--- config.mk ---
export PLATFORM = sky130hd
export DESIGN_NAME = signed_integer_divider_core
export DESIGN_NICKNAME = d
export VERILOG_FILES = /design/src/sv/sidc_pkg.sv /design/src/sv/sidc_ctrl.sv /design/src/sv/sidc_datapath.sv /design/src/sv/signed_integer_divider_core.sv
export SDC_FILE = /design/constraint.sdc
export NUM_CORES = 1
export LEC_CHECK = 0
export ABC_AREA = 1
export BUFFER_PORTS_ARGS = -buffer_cell sky130_fd_sc_hd__buf_2
export CAP_MARGIN = 40
export CORE_MARGIN = 3
export CORE_UTILIZATION = 55
export CTS_CLUSTER_DIAMETER = 50
export DETAILED_ROUTE_END_ITERATION = 10
export PLACE_DENSITY = 0.76
export SLEW_MARGIN = 10
export SYNTH_ARGS = -nofsm -noshare
export SYNTH_HDL_FRONTEND = slang
export SYNTH_SLANG_ARGS = --single-unit
--- constraint.sdc ---
create_clock -name clk -period 2.45 [get_ports clk]
set_clock_uncertainty 0.2 [all_clocks]
set_input_delay 0.245 -clock clk [delete_from_list [all_inputs] [get_ports clk]]
set_output_delay 0.245 -clock clk [all_outputs]
set_load 0.01 [all_outputs]
--- src/sv/sidc_pkg.sv ---
package sidc_pkg;

    localparam int DEF_DATA_WIDTH = 32;

    localparam logic [63:0] DIV_ZERO_VALUE = 64'd80085;

    typedef enum logic [1:0] {
        STAT_OK       = 2'd0,
        STAT_DIV_ZERO = 2'd1,
        STAT_OVERFLOW = 2'd2
    } status_t;

    typedef enum logic [1:0] {
        S_IDLE,
        S_RUN,
        S_DONE
    } state_t;

    typedef struct packed {
        logic load;
        logic step;
        logic commit;
    } dp_cmd_t;

    typedef struct packed {
        logic special;
        logic last_step;
    } dp_stat_t;

endpackage

--- src/sv/sidc_ctrl.sv ---
module sidc_ctrl (
    input  logic               clk,
    input  logic               rst_n,
    input  logic               in_valid,
    output logic               in_ready,
    output logic               out_valid,
    input  logic               out_ready,
    output sidc_pkg::dp_cmd_t  cmd,
    input  sidc_pkg::dp_stat_t stat
);
    import sidc_pkg::*;

    state_t state_reg;
    state_t state_next;
    logic   out_valid_reg;
    logic   out_valid_next;

    always_ff @(posedge clk or negedge rst_n)
    begin
        if (!rst_n)
        begin
            state_reg     <= S_IDLE;
            out_valid_reg <= 1'b0;
        end
        else
        begin
            state_reg     <= state_next;
            out_valid_reg <= out_valid_next;
        end
    end

    always_comb
    begin
        state_next     = state_reg;
        in_ready       = 1'b0;
        cmd            = '0;
        out_valid_next = out_valid_reg && !out_ready;
        case (state_reg)
            S_IDLE:
            begin
                in_ready = 1'b1;
                if (in_valid)
                begin
                    cmd.load   = 1'b1;
                    state_next = stat.special ? S_DONE : S_RUN;
                end
            end
            S_RUN:
            begin
                cmd.step = 1'b1;
                if (stat.last_step)
                begin
                    state_next = S_DONE;
                end
            end
            S_DONE:
            begin
                if (!out_valid_reg || out_ready)
                begin
                    cmd.commit     = 1'b1;
                    out_valid_next = 1'b1;
                    state_next     = S_IDLE;
                end
            end
            default:
            begin
                state_next = S_IDLE;
            end
        endcase
    end

    assign out_valid = out_valid_reg;

endmodule

--- src/sv/sidc_datapath.sv ---
module sidc_datapath #(
    parameter int DATA_WIDTH = sidc_pkg::DEF_DATA_WIDTH
) (
    input  logic                         clk,
    input  logic                         rst_n,
    input  sidc_pkg::dp_cmd_t            cmd,
    output sidc_pkg::dp_stat_t           stat,
    input  logic signed [DATA_WIDTH-1:0] dividend,
    input  logic signed [DATA_WIDTH-1:0] divisor,
    output logic signed [DATA_WIDTH-1:0] quotient,
    output sidc_pkg::status_t            status
);
    import sidc_pkg::*;

    localparam int CW = (DATA_WIDTH > 1) ? $clog2(DATA_WIDTH) : 1;

    logic [DATA_WIDTH-1:0] a_u;
    logic [DATA_WIDTH-1:0] b_u;
    logic [DATA_WIDTH-1:0] a_mag;
    logic [DATA_WIDTH-1:0] b_mag;
    logic                  div_zero;
    logic                  overflow;

    logic [DATA_WIDTH-1:0] num_reg;
    logic [DATA_WIDTH-1:0] num_next;
    logic [DATA_WIDTH-1:0] den_reg;
    logic [DATA_WIDTH-1:0] rem_reg;
    logic [DATA_WIDTH-1:0] rem_next;
    logic                  neg_reg;
    status_t               code_reg;
    logic [CW-1:0]         count_reg;

    logic [DATA_WIDTH:0]   rem_shift;
    logic [DATA_WIDTH+1:0] diff;
    logic                  borrow;
    logic [DATA_WIDTH-1:0] result;

    logic signed [DATA_WIDTH-1:0] quotient_reg;
    status_t                      status_reg;

    assign a_u      = dividend;
    assign b_u      = divisor;
    assign a_mag    = a_u[DATA_WIDTH-1] ? (~a_u + 1'b1) : a_u;
    assign b_mag    = b_u[DATA_WIDTH-1] ? (~b_u + 1'b1) : b_u;
    assign div_zero = (b_u == '0);
    assign overflow = (a_u == {1'b1, {(DATA_WIDTH-1){1'b0}}}) && (b_u == '1);

    assign stat.special   = div_zero || overflow;
    assign stat.last_step = (count_reg == CW'(DATA_WIDTH - 1));

    assign rem_shift = {rem_reg, num_reg[DATA_WIDTH-1]};
    assign diff      = {1'b0, rem_shift} - {2'b00, den_reg};
    assign borrow    = diff[DATA_WIDTH+1];
    assign rem_next  = borrow ? rem_shift[DATA_WIDTH-1:0] : diff[DATA_WIDTH-1:0];
    assign num_next  = {num_reg[DATA_WIDTH-2:0], ~borrow};
    assign result    = neg_reg ? (~num_reg + 1'b1) : num_reg;

    always_ff @(posedge clk or negedge rst_n)
    begin
        if (!rst_n)
        begin
            count_reg <= '0;
        end
        else if (cmd.load)
        begin
            count_reg <= '0;
        end
        else if (cmd.step)
        begin
            count_reg <= count_reg + 1'b1;
        end
    end

    always_ff @(posedge clk)
    begin
        if (cmd.load)
        begin
            den_reg <= b_mag;
            rem_reg <= '0;
            if (div_zero)
            begin
                num_reg  <= DIV_ZERO_VALUE[DATA_WIDTH-1:0];
                neg_reg  <= 1'b0;
                code_reg <= STAT_DIV_ZERO;
            end
            else if (overflow)
            begin
                num_reg  <= {1'b0, {(DATA_WIDTH-1){1'b1}}};
                neg_reg  <= 1'b0;
                code_reg <= STAT_OVERFLOW;
            end
            else
            begin
                num_reg  <= a_mag;
                neg_reg  <= a_u[DATA_WIDTH-1] ^ b_u[DATA_WIDTH-1];
                code_reg <= STAT_OK;
            end
        end
        else if (cmd.step)
        begin
            num_reg <= num_next;
            rem_reg <= rem_next;
        end
        if (cmd.commit)
        begin
            quotient_reg <= result;
            status_reg   <= code_reg;
        end
    end

    assign quotient = quotient_reg;
    assign status   = status_reg;

endmodule

--- src/sv/signed_integer_divider_core.sv ---
// Signed integer divider, quotient truncated toward zero, no remainder.
// Input channel: in_valid/in_ready carry a request of dividend and divisor.
// Output channel: out_valid/out_ready carry quotient and status
// (ok, divide by zero with quotient 80085, or overflow saturated to the
// largest positive value for the most negative dividend over minus one).
// One request is worked at a time. For a regular division the accepting
// edge registers the operand magnitudes, the restoring shift-subtract loop
// then forms the quotient at one quotient bit per cycle, and a commit step
// applies the sign into the output register and raises out_valid. Divide
// by zero and overflow skip the loop and go straight to the commit. A new
// request is taken only after the previous result has been committed.
// in_ready is high whenever the controller is idle, so the next request is
// taken while an earlier result still waits in the output register. If the
// receiver stalls, the finished quotient waits in the datapath until the
// output register frees up; nothing is dropped.
// Reset clears the controller and out_valid; no request is in flight after it.
module signed_integer_divider_core #(
    parameter int DATA_WIDTH = sidc_pkg::DEF_DATA_WIDTH
) (
    input  logic                         clk,
    input  logic                         rst_n,
    input  logic                         in_valid,
    output logic                         in_ready,
    input  logic signed [DATA_WIDTH-1:0] dividend,
    input  logic signed [DATA_WIDTH-1:0] divisor,
    output logic                         out_valid,
    input  logic                         out_ready,
    output logic signed [DATA_WIDTH-1:0] quotient,
    output sidc_pkg::status_t            status
);
    import sidc_pkg::*;

    dp_cmd_t  cmd;
    dp_stat_t stat;

    sidc_ctrl u_ctrl (
        .clk       (clk),
        .rst_n     (rst_n),
        .in_valid  (in_valid),
        .in_ready  (in_ready),
        .out_valid (out_valid),
        .out_ready (out_ready),
        .cmd       (cmd),
        .stat      (stat)
    );

    sidc_datapath #(
        .DATA_WIDTH (DATA_WIDTH)
    ) u_datapath (
        .clk      (clk),
        .rst_n    (rst_n),
        .cmd      (cmd),
        .stat     (stat),
        .dividend (dividend),
        .divisor  (divisor),
        .quotient (quotient),
        .status   (status)
    );

endmodule
Yosys cells after proc, flatten, opt, wreduce, memory -nomap -nowiden
Index checks and enable logic that the tools add are counted.
- logic and storage cells: 64
- flip-flop bits (word level): 141
- add/subtract/negate cells: 5
- bitwise operators: 5
- muxes and demuxes: 24
- reductions and logical operators: 11
- equal/unequal tests: 8
- operator list (operator ; count):
    $mux W32 ; 7
    $add A32 B1 Y32 const B ; 3
    $not A32 Y32 ; 3
    $eq A32 B32 Y1 const B ; 2
    $sub A33 B32 Y34 ; 1
    $logic_not A32 Y1 ; 1
    $mux W31 ; 1
    $mux W2 ; 5
    $mux W5 ; 2
    $mux W1 ; 8
    $pmux W2 S3 ; 1
    $add A5 B1 Y5 const B ; 1
    $eq A5 B5 Y1 const B ; 1
    $ne A2 B2 Y1 const B ; 2
    $reduce_and A3 Y1 ; 1
    $eq A2 B1 Y1 const B ; 1
    $eq A2 B2 Y1 const B ; 1
    $logic_and A1 B1 Y1 ; 2
    $logic_not A1 Y1 ; 2
    $logic_not A2 Y1 ; 1
    $logic_or A1 B1 Y1 ; 2
    $ne A2 B1 Y1 const B ; 1
    $reduce_bool A2 Y1 ; 1
    $reduce_or A2 Y1 ; 1
    2 further kinds ; 2

Logic depth before layout (Yosys ltp)
Gate-level depths: netlist of run 1.
- depth in word-level cells: 6
- mapped depth: 17
- gate-level depth less buffers: 16

Hierarchy
Synthesis of run 1 repeated with hierarchy kept, for this count alone.
- cells, all modules: 1636
- area, all modules: 11131.9 um2
- by module, submodules not included (module ; area an instance (um2) ; cells each ; instances):
    sidc_datapath ; 10951.8 ; 1609 ; 1
    sidc_ctrl ; 180.2 ; 27 ; 1

Least setup slack after synthesis of run 1
No wires, ideal clock.
- kind: register to register
- from: register u_ctrl.state_reg[1]
- to: register u_datapath.code_reg[0] (enable)
- stages on the path, launching flop included: 5
- path slack: -0.244 ns
- required time: 1.837 ns
- data arrival time: 2.080 ns
- period minus slack after synthesis: 2.694 ns
- path buffers: 1
- cell sequence: dfrtp_1 > nor2_2 > nand2_1 > inv_2 > clkbuf_1
- RTL lines (element ; RTL line ; text):
    start: declaration ; sidc_ctrl.sv:13 ; state_t state_reg;
    start signal: assignment ; sidc_ctrl.sv:27 ; state_reg <= state_next;
    end signal: assignment ; sidc_datapath.sv:84 ; code_reg <= STAT_DIV_ZERO;
    end signal: assignment ; sidc_datapath.sv:90 ; code_reg <= STAT_OVERFLOW;
    end signal: assignment ; sidc_datapath.sv:96 ; code_reg <= STAT_OK;
    end: declaration ; sidc_datapath.sv:30 ; status_t code_reg;

Final worst setup path of run 1
- from: register u_datapath.den_reg[24]
- to: register u_datapath.rem_reg[28]
- cells in the longest elaborated chain, start to end: 2
- ends and longest elaborated chain (element ; RTL line ; text):
    start: declaration ; sidc_datapath.sv:26 ; logic [DATA_WIDTH-1:0] den_reg;
    start signal: assignment ; sidc_datapath.sv:78 ; den_reg <= b_mag;
    $sub A33 B32 Y34 ; sidc_datapath.sv:52 ; assign diff = {1'b0, rem_shift} - {2'b00, den_reg};
    $mux W32 ; sidc_datapath.sv:54 ; assign rem_next = borrow ? rem_shift[DATA_WIDTH-1:0] : diff[DATA_WIDTH-1:0];
    end signal: assignment ; sidc_datapath.sv:102 ; rem_reg <= rem_next;
    end: declaration ; sidc_datapath.sv:27 ; logic [DATA_WIDTH-1:0] rem_reg;
No other way between the ends.
A chain may end at the register's enable or synchronous reset.

==> results of run 1 <==
## worst register-to-register path, cell delays in order (launching register included)
cell,delay (ns)
edfxtp_1,0.42
inv_1,0.13
ha_4,0.23
nand2_4,0.08
inv_2,0.04
nand2_1,0.07
nand3_2,0.10
a21oi_4,0.18
nor2_4,0.07
nor2_8,0.16
buf_12,0.14
buf_12,0.13
nand3_1,0.10
nand2_1,0.07
inv_1,0.07
nand2_1,0.06
nand2_1,0.04
## metal layers
layer  vias up  share of wire
li1       5467              -
met1      5076           0.46
met2       510           0.43
met3        47          0.092
met4         0          0.016
met5         -              0
## how the worst max path moves through the flow
stage	endpoint	from
final	u_datapath.rem_reg[28]$_SDFFE_PP0P_	u_datapath.den_reg[24]$_DFFE_PP_
after global routing	u_datapath.rem_reg[29]$_SDFFE_PP0P_	u_datapath.den_reg[19]$_DFFE_PP_
after CTS	u_datapath.num_reg[13]$_DFFE_PP_	u_datapath.count_reg[0]$_DFFE_PN0P_
after detailed placement	u_datapath.quotient[28]$_DFFE_PP_	u_datapath.num_reg[0]$_DFFE_PP_
after global placement	u_datapath.quotient[28]$_DFFE_PP_	u_datapath.num_reg[0]$_DFFE_PP_
after floorplan	u_datapath.num_reg[0]$_DFFE_PP_	u_ctrl.state_reg[0]$_DFFE_PN0P_
## what timing repair did
item                                   CTS  global route
setup endpoints to repair                1            58
gates cloned                             0             2
gates resized for setup                  1            71
pin swaps                                0            12
hold buffers                            11             0
endpoints found under the hold margin   18             0
setup buffers                            0             6
## logic make-up (layout without fill, tap and decap cells)
| kind of cell | after synthesis | count (layout) | synth area share |
|---|---|---|---|
| AND/OR/NAND/NOR | 971 | 972 | 0.386 |
| AO/OA/AOI/OAI | 94 | 94 | 0.0465 |
| adder cells (fa/ha/maj) | 39 | 39 | 0.0449 |
| XOR/XNOR | 78 | 78 | 0.0619 |
| buffers and inverters | 303 | 454 | 0.110 |
| flip-flops | 141 | 141 | 0.351 |
## report_power, final
part           switching (uW)  internal (uW)  total (uW)  leakage (uW)
Sequential                717           3830        4550       0.00132
Clock                    1060           1710        2760      0.000301
Combinational            5460           3360        8830       0.00484
Total                    7240           8900       16100       0.00646
## cell type report
type | instances | area, sq um
clock inverters | 11 | 156
flip-flops and latches | 141 | 3870
clock buffers | 21 | 472
inverters | 266 | 998
multi-input cells | 1183 | 6300
fillers | 1703 | 6380
well taps | 265 | 332
repair buffers | 156 | 1080
## metrics by stage
step / utilization / area (sq um) / hold slack [ns] / setup slack (ns)
3_3_place_gp: 0.615 / 12100 / -0.0983 / 0.00852
2_1_floorplan: - / 11000 / -0.251 / 0.155
6_report: 0.675 / 13200 / 0.000806 / 0.0523
3_5_place_dp: 0.615 / 12100 / -0.0922 / 0.0171
5_1_grt: 0.675 / 13200 / 0.0215 / -0.0585
4_1_cts: 0.653 / 12800 / 0.00161 / 0.00601
## cells in the final DEF, fill, tap and decap left out, drive strengths merged, types with 3 or more instances in the layout
| cell | instances |
|---|---|
| nand2 | 512 |
| edfxtp | 101 |
| dlygate4sd3 | 11 |
| dfxtp | 32 |
| o21ai | 57 |
| nor2 | 185 |
| dfrtp | 8 |
| or2 | 5 |
| xnor2 | 27 |
| bufinv | 3 |
| nor3 | 25 |
| nor4 | 8 |
| nand3b | 15 |
| clkbuf | 22 |
| o21bai | 3 |
| inv | 266 |
| xor2 | 51 |
| ha | 38 |
| buf | 144 |
| a21oi | 25 |
| nand4 | 38 |
| nand3 | 181 |
| o31ai | 3 |
| clkinv | 6 |
==> results.json, run 1 <==
{
  "status": "complete, no violations",
  "cellLeakagePower_uw": 0.00646,
  "grt_max_degree": 76,
  "io_pins": 104,
  "routabilityCongestion": 0.981,
  "yosysWarningCount": 0,
  "cts_made_buffers": 17,
  "critPathMostFrequentCell": "nand2_1",
  "synthTopCellsByCount": "500 x nand2_1, 255 x inv_1, 178 x nand3_1, 171 x nor2_1, 101 x edfxtp_1",
  "drv_slew": 0,
  "drc": 0,
  "synth_top_cell_by_area": "edfxtp_1",
  "worst_setup_path_start_kind": "flop",
  "ys_async_sr_fraction": 0.0567,
  "top_usage_layer": "met2",
  "track_usage": 0.286,
  "ys_ff_latch": 141,
  "netlist_area_sq_um": 11000,
  "cp-end-kind": "flop",
  "cp_max_fo": 14,
  "crit_required_ns": 2.57,
  "rows": 51,
  "clk_latency_ns": 0.42,
  "viasPerCell": 5.43,
  "ant_nets": 0,
  "syn-num-nets": 1733,
  "worstSetupPathType": "flop to flop",
  "crit-reg2reg-launch": "u_datapath.den_reg[24]$_DFFE_PP_",
  "portBuffers": 103,
  "r2r_cells": 16,
  "critical_path.top_delay_family": "simple AND/OR/NAND/NOR gates",
  "grt_pass1_vias": 9978,
  "start_util": 0.563,
  "grt_pass1_wl_um": 50200,
  "antennaDiodeCount": 0,
  "worstReg2RegEnd": "u_datapath.rem_reg[28]$_SDFFE_PP0P_",
  "dieHeight_um": 148,
  "drt_iter0_drc": 1018,
  "hold_path.class": "primary input to async pin",
  "synth-seq-area-share": 0.351,
  "setup_viol": 0,
  "synth_flop_cell": "edfxtp_1",
  "total_power_uw": 16100,
  "fin_nets": 1872,
  "grt_antenna_before_repair": 0,
  "synth_cell_types": 46,
  "cp_num_buf_inv": 5,
  "syn2layout_area_growth_pct": 19.8,
  "clockRootBuffer": "clkbuf_16",
  "yosys.cell_count.top_type": "nand2_1",
  "power.density_nw_per_um2": 1220,
  "synthDominantCellAreaShare": 0.275,
  "coreArea_sq_um": 19600,
  "arrival_ns": 2.52,
  "vdd_drop_max_mv": 0.696,
  "clk_pin_slew_ns": 0.06,
  "cts_htree_levels": 4,
  "relSlewSlack": 0.669,
  "crit_path_max_incr_delay_ns": 0.42,
  "hold_viol": 0,
  "synth_edf_count": 101,
  "cts_buffer_depth": 2,
  "avgSynthCellArea_sq_um": 6.79,
  "rrSetupSlack_ns": 0.05,
  "worstPathCellList": "inv_1 -> ha_4 -> nand2_4 -> inv_2 -> nand2_1 -> nand3_2 -> a21oi_4 -> nor2_4 -> nor2_8 -> buf_12 -> buf_12 -> nand3_1 -> nand2_1 -> inv_1 -> nand2_1 -> nand2_1",
  "period_share": 0.979,
  "max_cap_violations": 0,
  "met3_usage": 0.0527,
  "grt_util_met1": 0.428,
  "met2_usage": 0.431,
  "max_freq_ghz": 0.417,
  "vias": 11100,
  "drive_gt1_frac": 0.160,
  "dp_cells": 1992,
  "worstMarginPinSlew_ns": 0.495,
  "routed_wl_um": 32700,
  "instances_no_fill": 2043,
  "wl_per_cell_um": 16.0,
  "fin_crit_ns": 2.40,
  "hpwl_um": 23900,
  "cts_tree": "yes",
  "dieArea_sq_um": 21800,
  "cp_slowest_cell": "edfxtp_1",
  "finalSetupTns_ns": 0,
  "first_pass_iters": 5,
  "synthCells": 1626,
  "overflow": 0,
  "ys_top_cells_by_area": "edfxtp_1 27%, nand2_1 17%, inv_1 8.7%",
  "chipWidth_um": 148,
  "cts_sinks": 141,
  "crit_cells": 16
}
Power figures use the tool's default switching activity.
==> run 2: changes to the inputs <==
--- a/config.mk
+++ b/config.mk
@@ -8,11 +8,10 @@
 export ABC_AREA = 1
 export BUFFER_PORTS_ARGS = -buffer_cell sky130_fd_sc_hd__buf_2
 export CAP_MARGIN = 40
-export CORE_MARGIN = 3
 export CORE_UTILIZATION = 55
 export CTS_CLUSTER_DIAMETER = 50
 export DETAILED_ROUTE_END_ITERATION = 10
-export PLACE_DENSITY = 0.76
+export PLACE_DENSITY_LB_ADDON = 0.1
 export SLEW_MARGIN = 10
 export SYNTH_ARGS = -nofsm -noshare
 export SYNTH_HDL_FRONTEND = slang
==> run 2 against run 1 <==
  * Via count is 0.39% lower
  * Fmax is 0.29% lower
  * Worst setup slack got worse by 0.0069 ns
  * Highest routed layer unchanged
==> results.json, run 2 (synthesized netlist as in run 1, its figures left out) <==
{
  "vias": 11057,
  "dieArea_sq_um": 20600,
  "cp-end-kind": "flop",
  "r2r_cells": 14,
  "antennaDiodeCount": 0,
  "worst_setup_path_start_kind": "primary input",
  "power.density_nw_per_um2": 1220,
  "overflow": 0,
  "period_share": 0.981,
  "whs_ns": 0.00430,
  "crit-reg2reg-launch": "u_datapath.den_reg[12]$_DFFE_PP_",
  "worstSetupPathType": "primary input to flop",
  "relSlewSlack": 0.658,
  "dieHeight_um": 144,
  "viasPerCell": 5.35,
  "cts_made_buffers": 17,
  "met2_usage": 0.484,
  "worstPathCellList": "dlygate4sd3_1 -> buf_2 -> nand4_1 -> nor2_1 -> nand2_1 -> nor2_1 -> nand4_4 -> buf_4 -> nand4_4 -> nor2_1 -> nor2_1",
  "arrival_ns": 2.49,
  "pre_cts_slack_ns": -0.0733,
  "io_pins": 104,
  "met3_usage": 0.0763,
  "cts_sinks": 141,
  "fin_nets": 1894,
  "setup_ws_ns": 0.0454,
  "top_usage_layer": "met2",
  "routed_wl_um": 33100,
  "ant_nets": 0,
  "crit_path_max_incr_delay_ns": 0.53,
  "drive_gt1_frac": 0.163,
  "cts_htree_levels": 4,
  "grt_antenna_before_repair": 1,
  "fillers": 1750,
  "wl_per_cell_um": 16.0,
  "final_common_cell": "nand2_1",
  "crit_required_ns": 2.53,
  "hpwl_um": 25100,
  "intPower_uw": 8770,
  "setup_viol": 0,
  "cp_max_fo": 10,
  "critPathMostFrequentCell": "nor2_1",
  "grt_max_degree": 76,
  "rrSetupSlack_ns": 0.10,
  "cellLeakagePower_uw": 0.00653,
  "max_cap_violations": 0,
  "fin_crit_ns": 2.40,
  "track_usage": 0.328,
  "first_pass_iters": 5,
  "grt_pass1_vias": 10005,
  "comb_power_share": 0.560,
  "power_frac_clock": 0.160,
  "grt_util_met1": 0.476,
  "clk_pin_slew_ns": 0.06,
  "drv_slew": 0,
  "seqPwrFrac": 0.281,
  "p_sw_frac": 0.455,
  "cts_buffer_depth": 2,
  "grt_pass1_wl_um": 51400,
  "status": "complete, no violations",
  "portBuffers": 103,
  "cts_tree": "yes",
  "hold_path.class": "primary input to flop",
  "rsz0062_at_grt": "true",
  "drt_iter0_drc": 1072,
  "routabilityCongestion": 0.986,
  "start_util": 0.563,
  "clockRootBuffer": "clkbuf_16",
  "max_freq_ghz": 0.416,
  "worstMarginPinSlew_ns": 0.512,
  "most-common-layout-cells": "488 x nand2_1, 250 x inv_1, 175 x nand3_1, 159 x nor2_1, 103 x buf_2",
  "chipWidth_um": 144,
  "worstReg2RegEnd": "u_datapath.rem_reg[20]$_SDFFE_PP0P_",
  "hp-start": "divisor[9]",
  "clk_latency_ns": 0.43,
  "drc": 0,
  "rows": 51,
  "worstHoldEndpoint": "u_datapath.den_reg[9]$_DFFE_PP_",
  "coreArea_sq_um": 19600,
  "whs_path_depth": 2,
  "cp_slowest_cell": "dlygate4sd3_1",
  "syn2layout_area_growth_pct": 19.9,
  "switchingPower_uw": 7320,
  "hold_viol": 0,
  "vdd_drop_max_mv": 0.671
}
-- run 2: cell count changes in the layout (fill, tap and decap cells not counted), moves of 3 or more --
cell	before	now
buf_4	31	49
clkinvlp_4	2	5
dlygate4sd3_1	11	14
ha_1	18	26
ha_4	14	7
inv_1	246	250
inv_2	17	13
nand2_2	18	22
nand2_4	5	2
nor2_1	162	159
nor2_2	14	21
nor2_4	8	4
-- run 2: metal layers --
layer	wire length (um)	vias to the layer above
li1	-	5518
met2	13800	526
met3	3460	53
met1	15200	4960
met5	0	-
met4	674	0
-- run 2: worst max-delay path, delay by kind of cell --
| kind | cells | cell delay (ns) |
|---|---|---|
| buffers and inverters | 3 | 0.95 |
| and+or+nand+nor | 8 | 1.29 |
-- run 2: how the worst max path moves through the flow --
stage	from	endpoint	depth (start not counted)	slack [ns]
6_report	divisor[17]	u_datapath.num_reg[7]$_DFFE_PP_	11	0.05
5_1_grt	divisor[17]	u_datapath.num_reg[2]$_DFFE_PP_	11	-0.03
4_1_cts	u_datapath.count_reg[0]$_DFFE_PN0P_	u_datapath.num_reg[11]$_DFFE_PP_	9	0.01
3_5_place_dp	u_datapath.count_reg[0]$_DFFE_PN0P_	u_datapath.num_reg[11]$_DFFE_PP_	9	-0.07
3_3_place_gp	u_datapath.count_reg[0]$_DFFE_PN0P_	u_datapath.num_reg[11]$_DFFE_PP_	9	-0.14
2_1_floorplan	u_ctrl.state_reg[0]$_DFFE_PN0P_	u_datapath.num_reg[0]$_DFFE_PP_	5	0.15
-- run 2: final cells by class --
type,count,area [sq um],share of cell area
clock buffers,18,429,0.0324
multi-input cells,1183,6180,0.467
flip-flops and latches,141,3870,0.293
inverters,266,998,0.0755
clock inverters,14,144,0.0109
repair buffers,178,1270,0.0963
well taps,265,332,0.0251
-- run 2: power groups by stage --
stage | Combinational, uW | Clock, uW | Sequential (uW)
6_report | 9000 | 2570 | 4520
5_1_grt | 10000 | 2690 | 4610
2_1_floorplan | 5680 | 0 | 4390
3_3_place_gp | 8040 | 0 | 4460
4_1_cts | 8280 | 2590 | 4460
3_5_place_dp | 8170 | 0 | 4490
-- run 2: per-stage QoR --
step | cell area [sq um] | utilization | TNS, ns | cells | power [uW]
after floorplan | 11000 | - | 0 | 1626 | 10100
after global placement | 12100 | 0.619 | -0.774 | 2004 | 12500
after detailed placement | 12100 | 0.619 | -0.340 | 2004 | 12700
after CTS | 12900 | 0.656 | 0 | 2050 | 15300
after global routing | 13200 | 0.675 | -0.280 | 2065 | 17300
final | 13200 | 0.675 | 0 | 2065 | 16100
-- run 2: repair_timing --
item | 4_1_cts | 5_1_grt
hold endpoints to repair | 20 | 0
setup endpoints to repair | 12 | 62
hold buffers | 14 | 0
gates resized for setup | 5 | 51
buffers inserted | 0 | 11
pin swaps | 0 | 6
gates cloned | 0 | 4
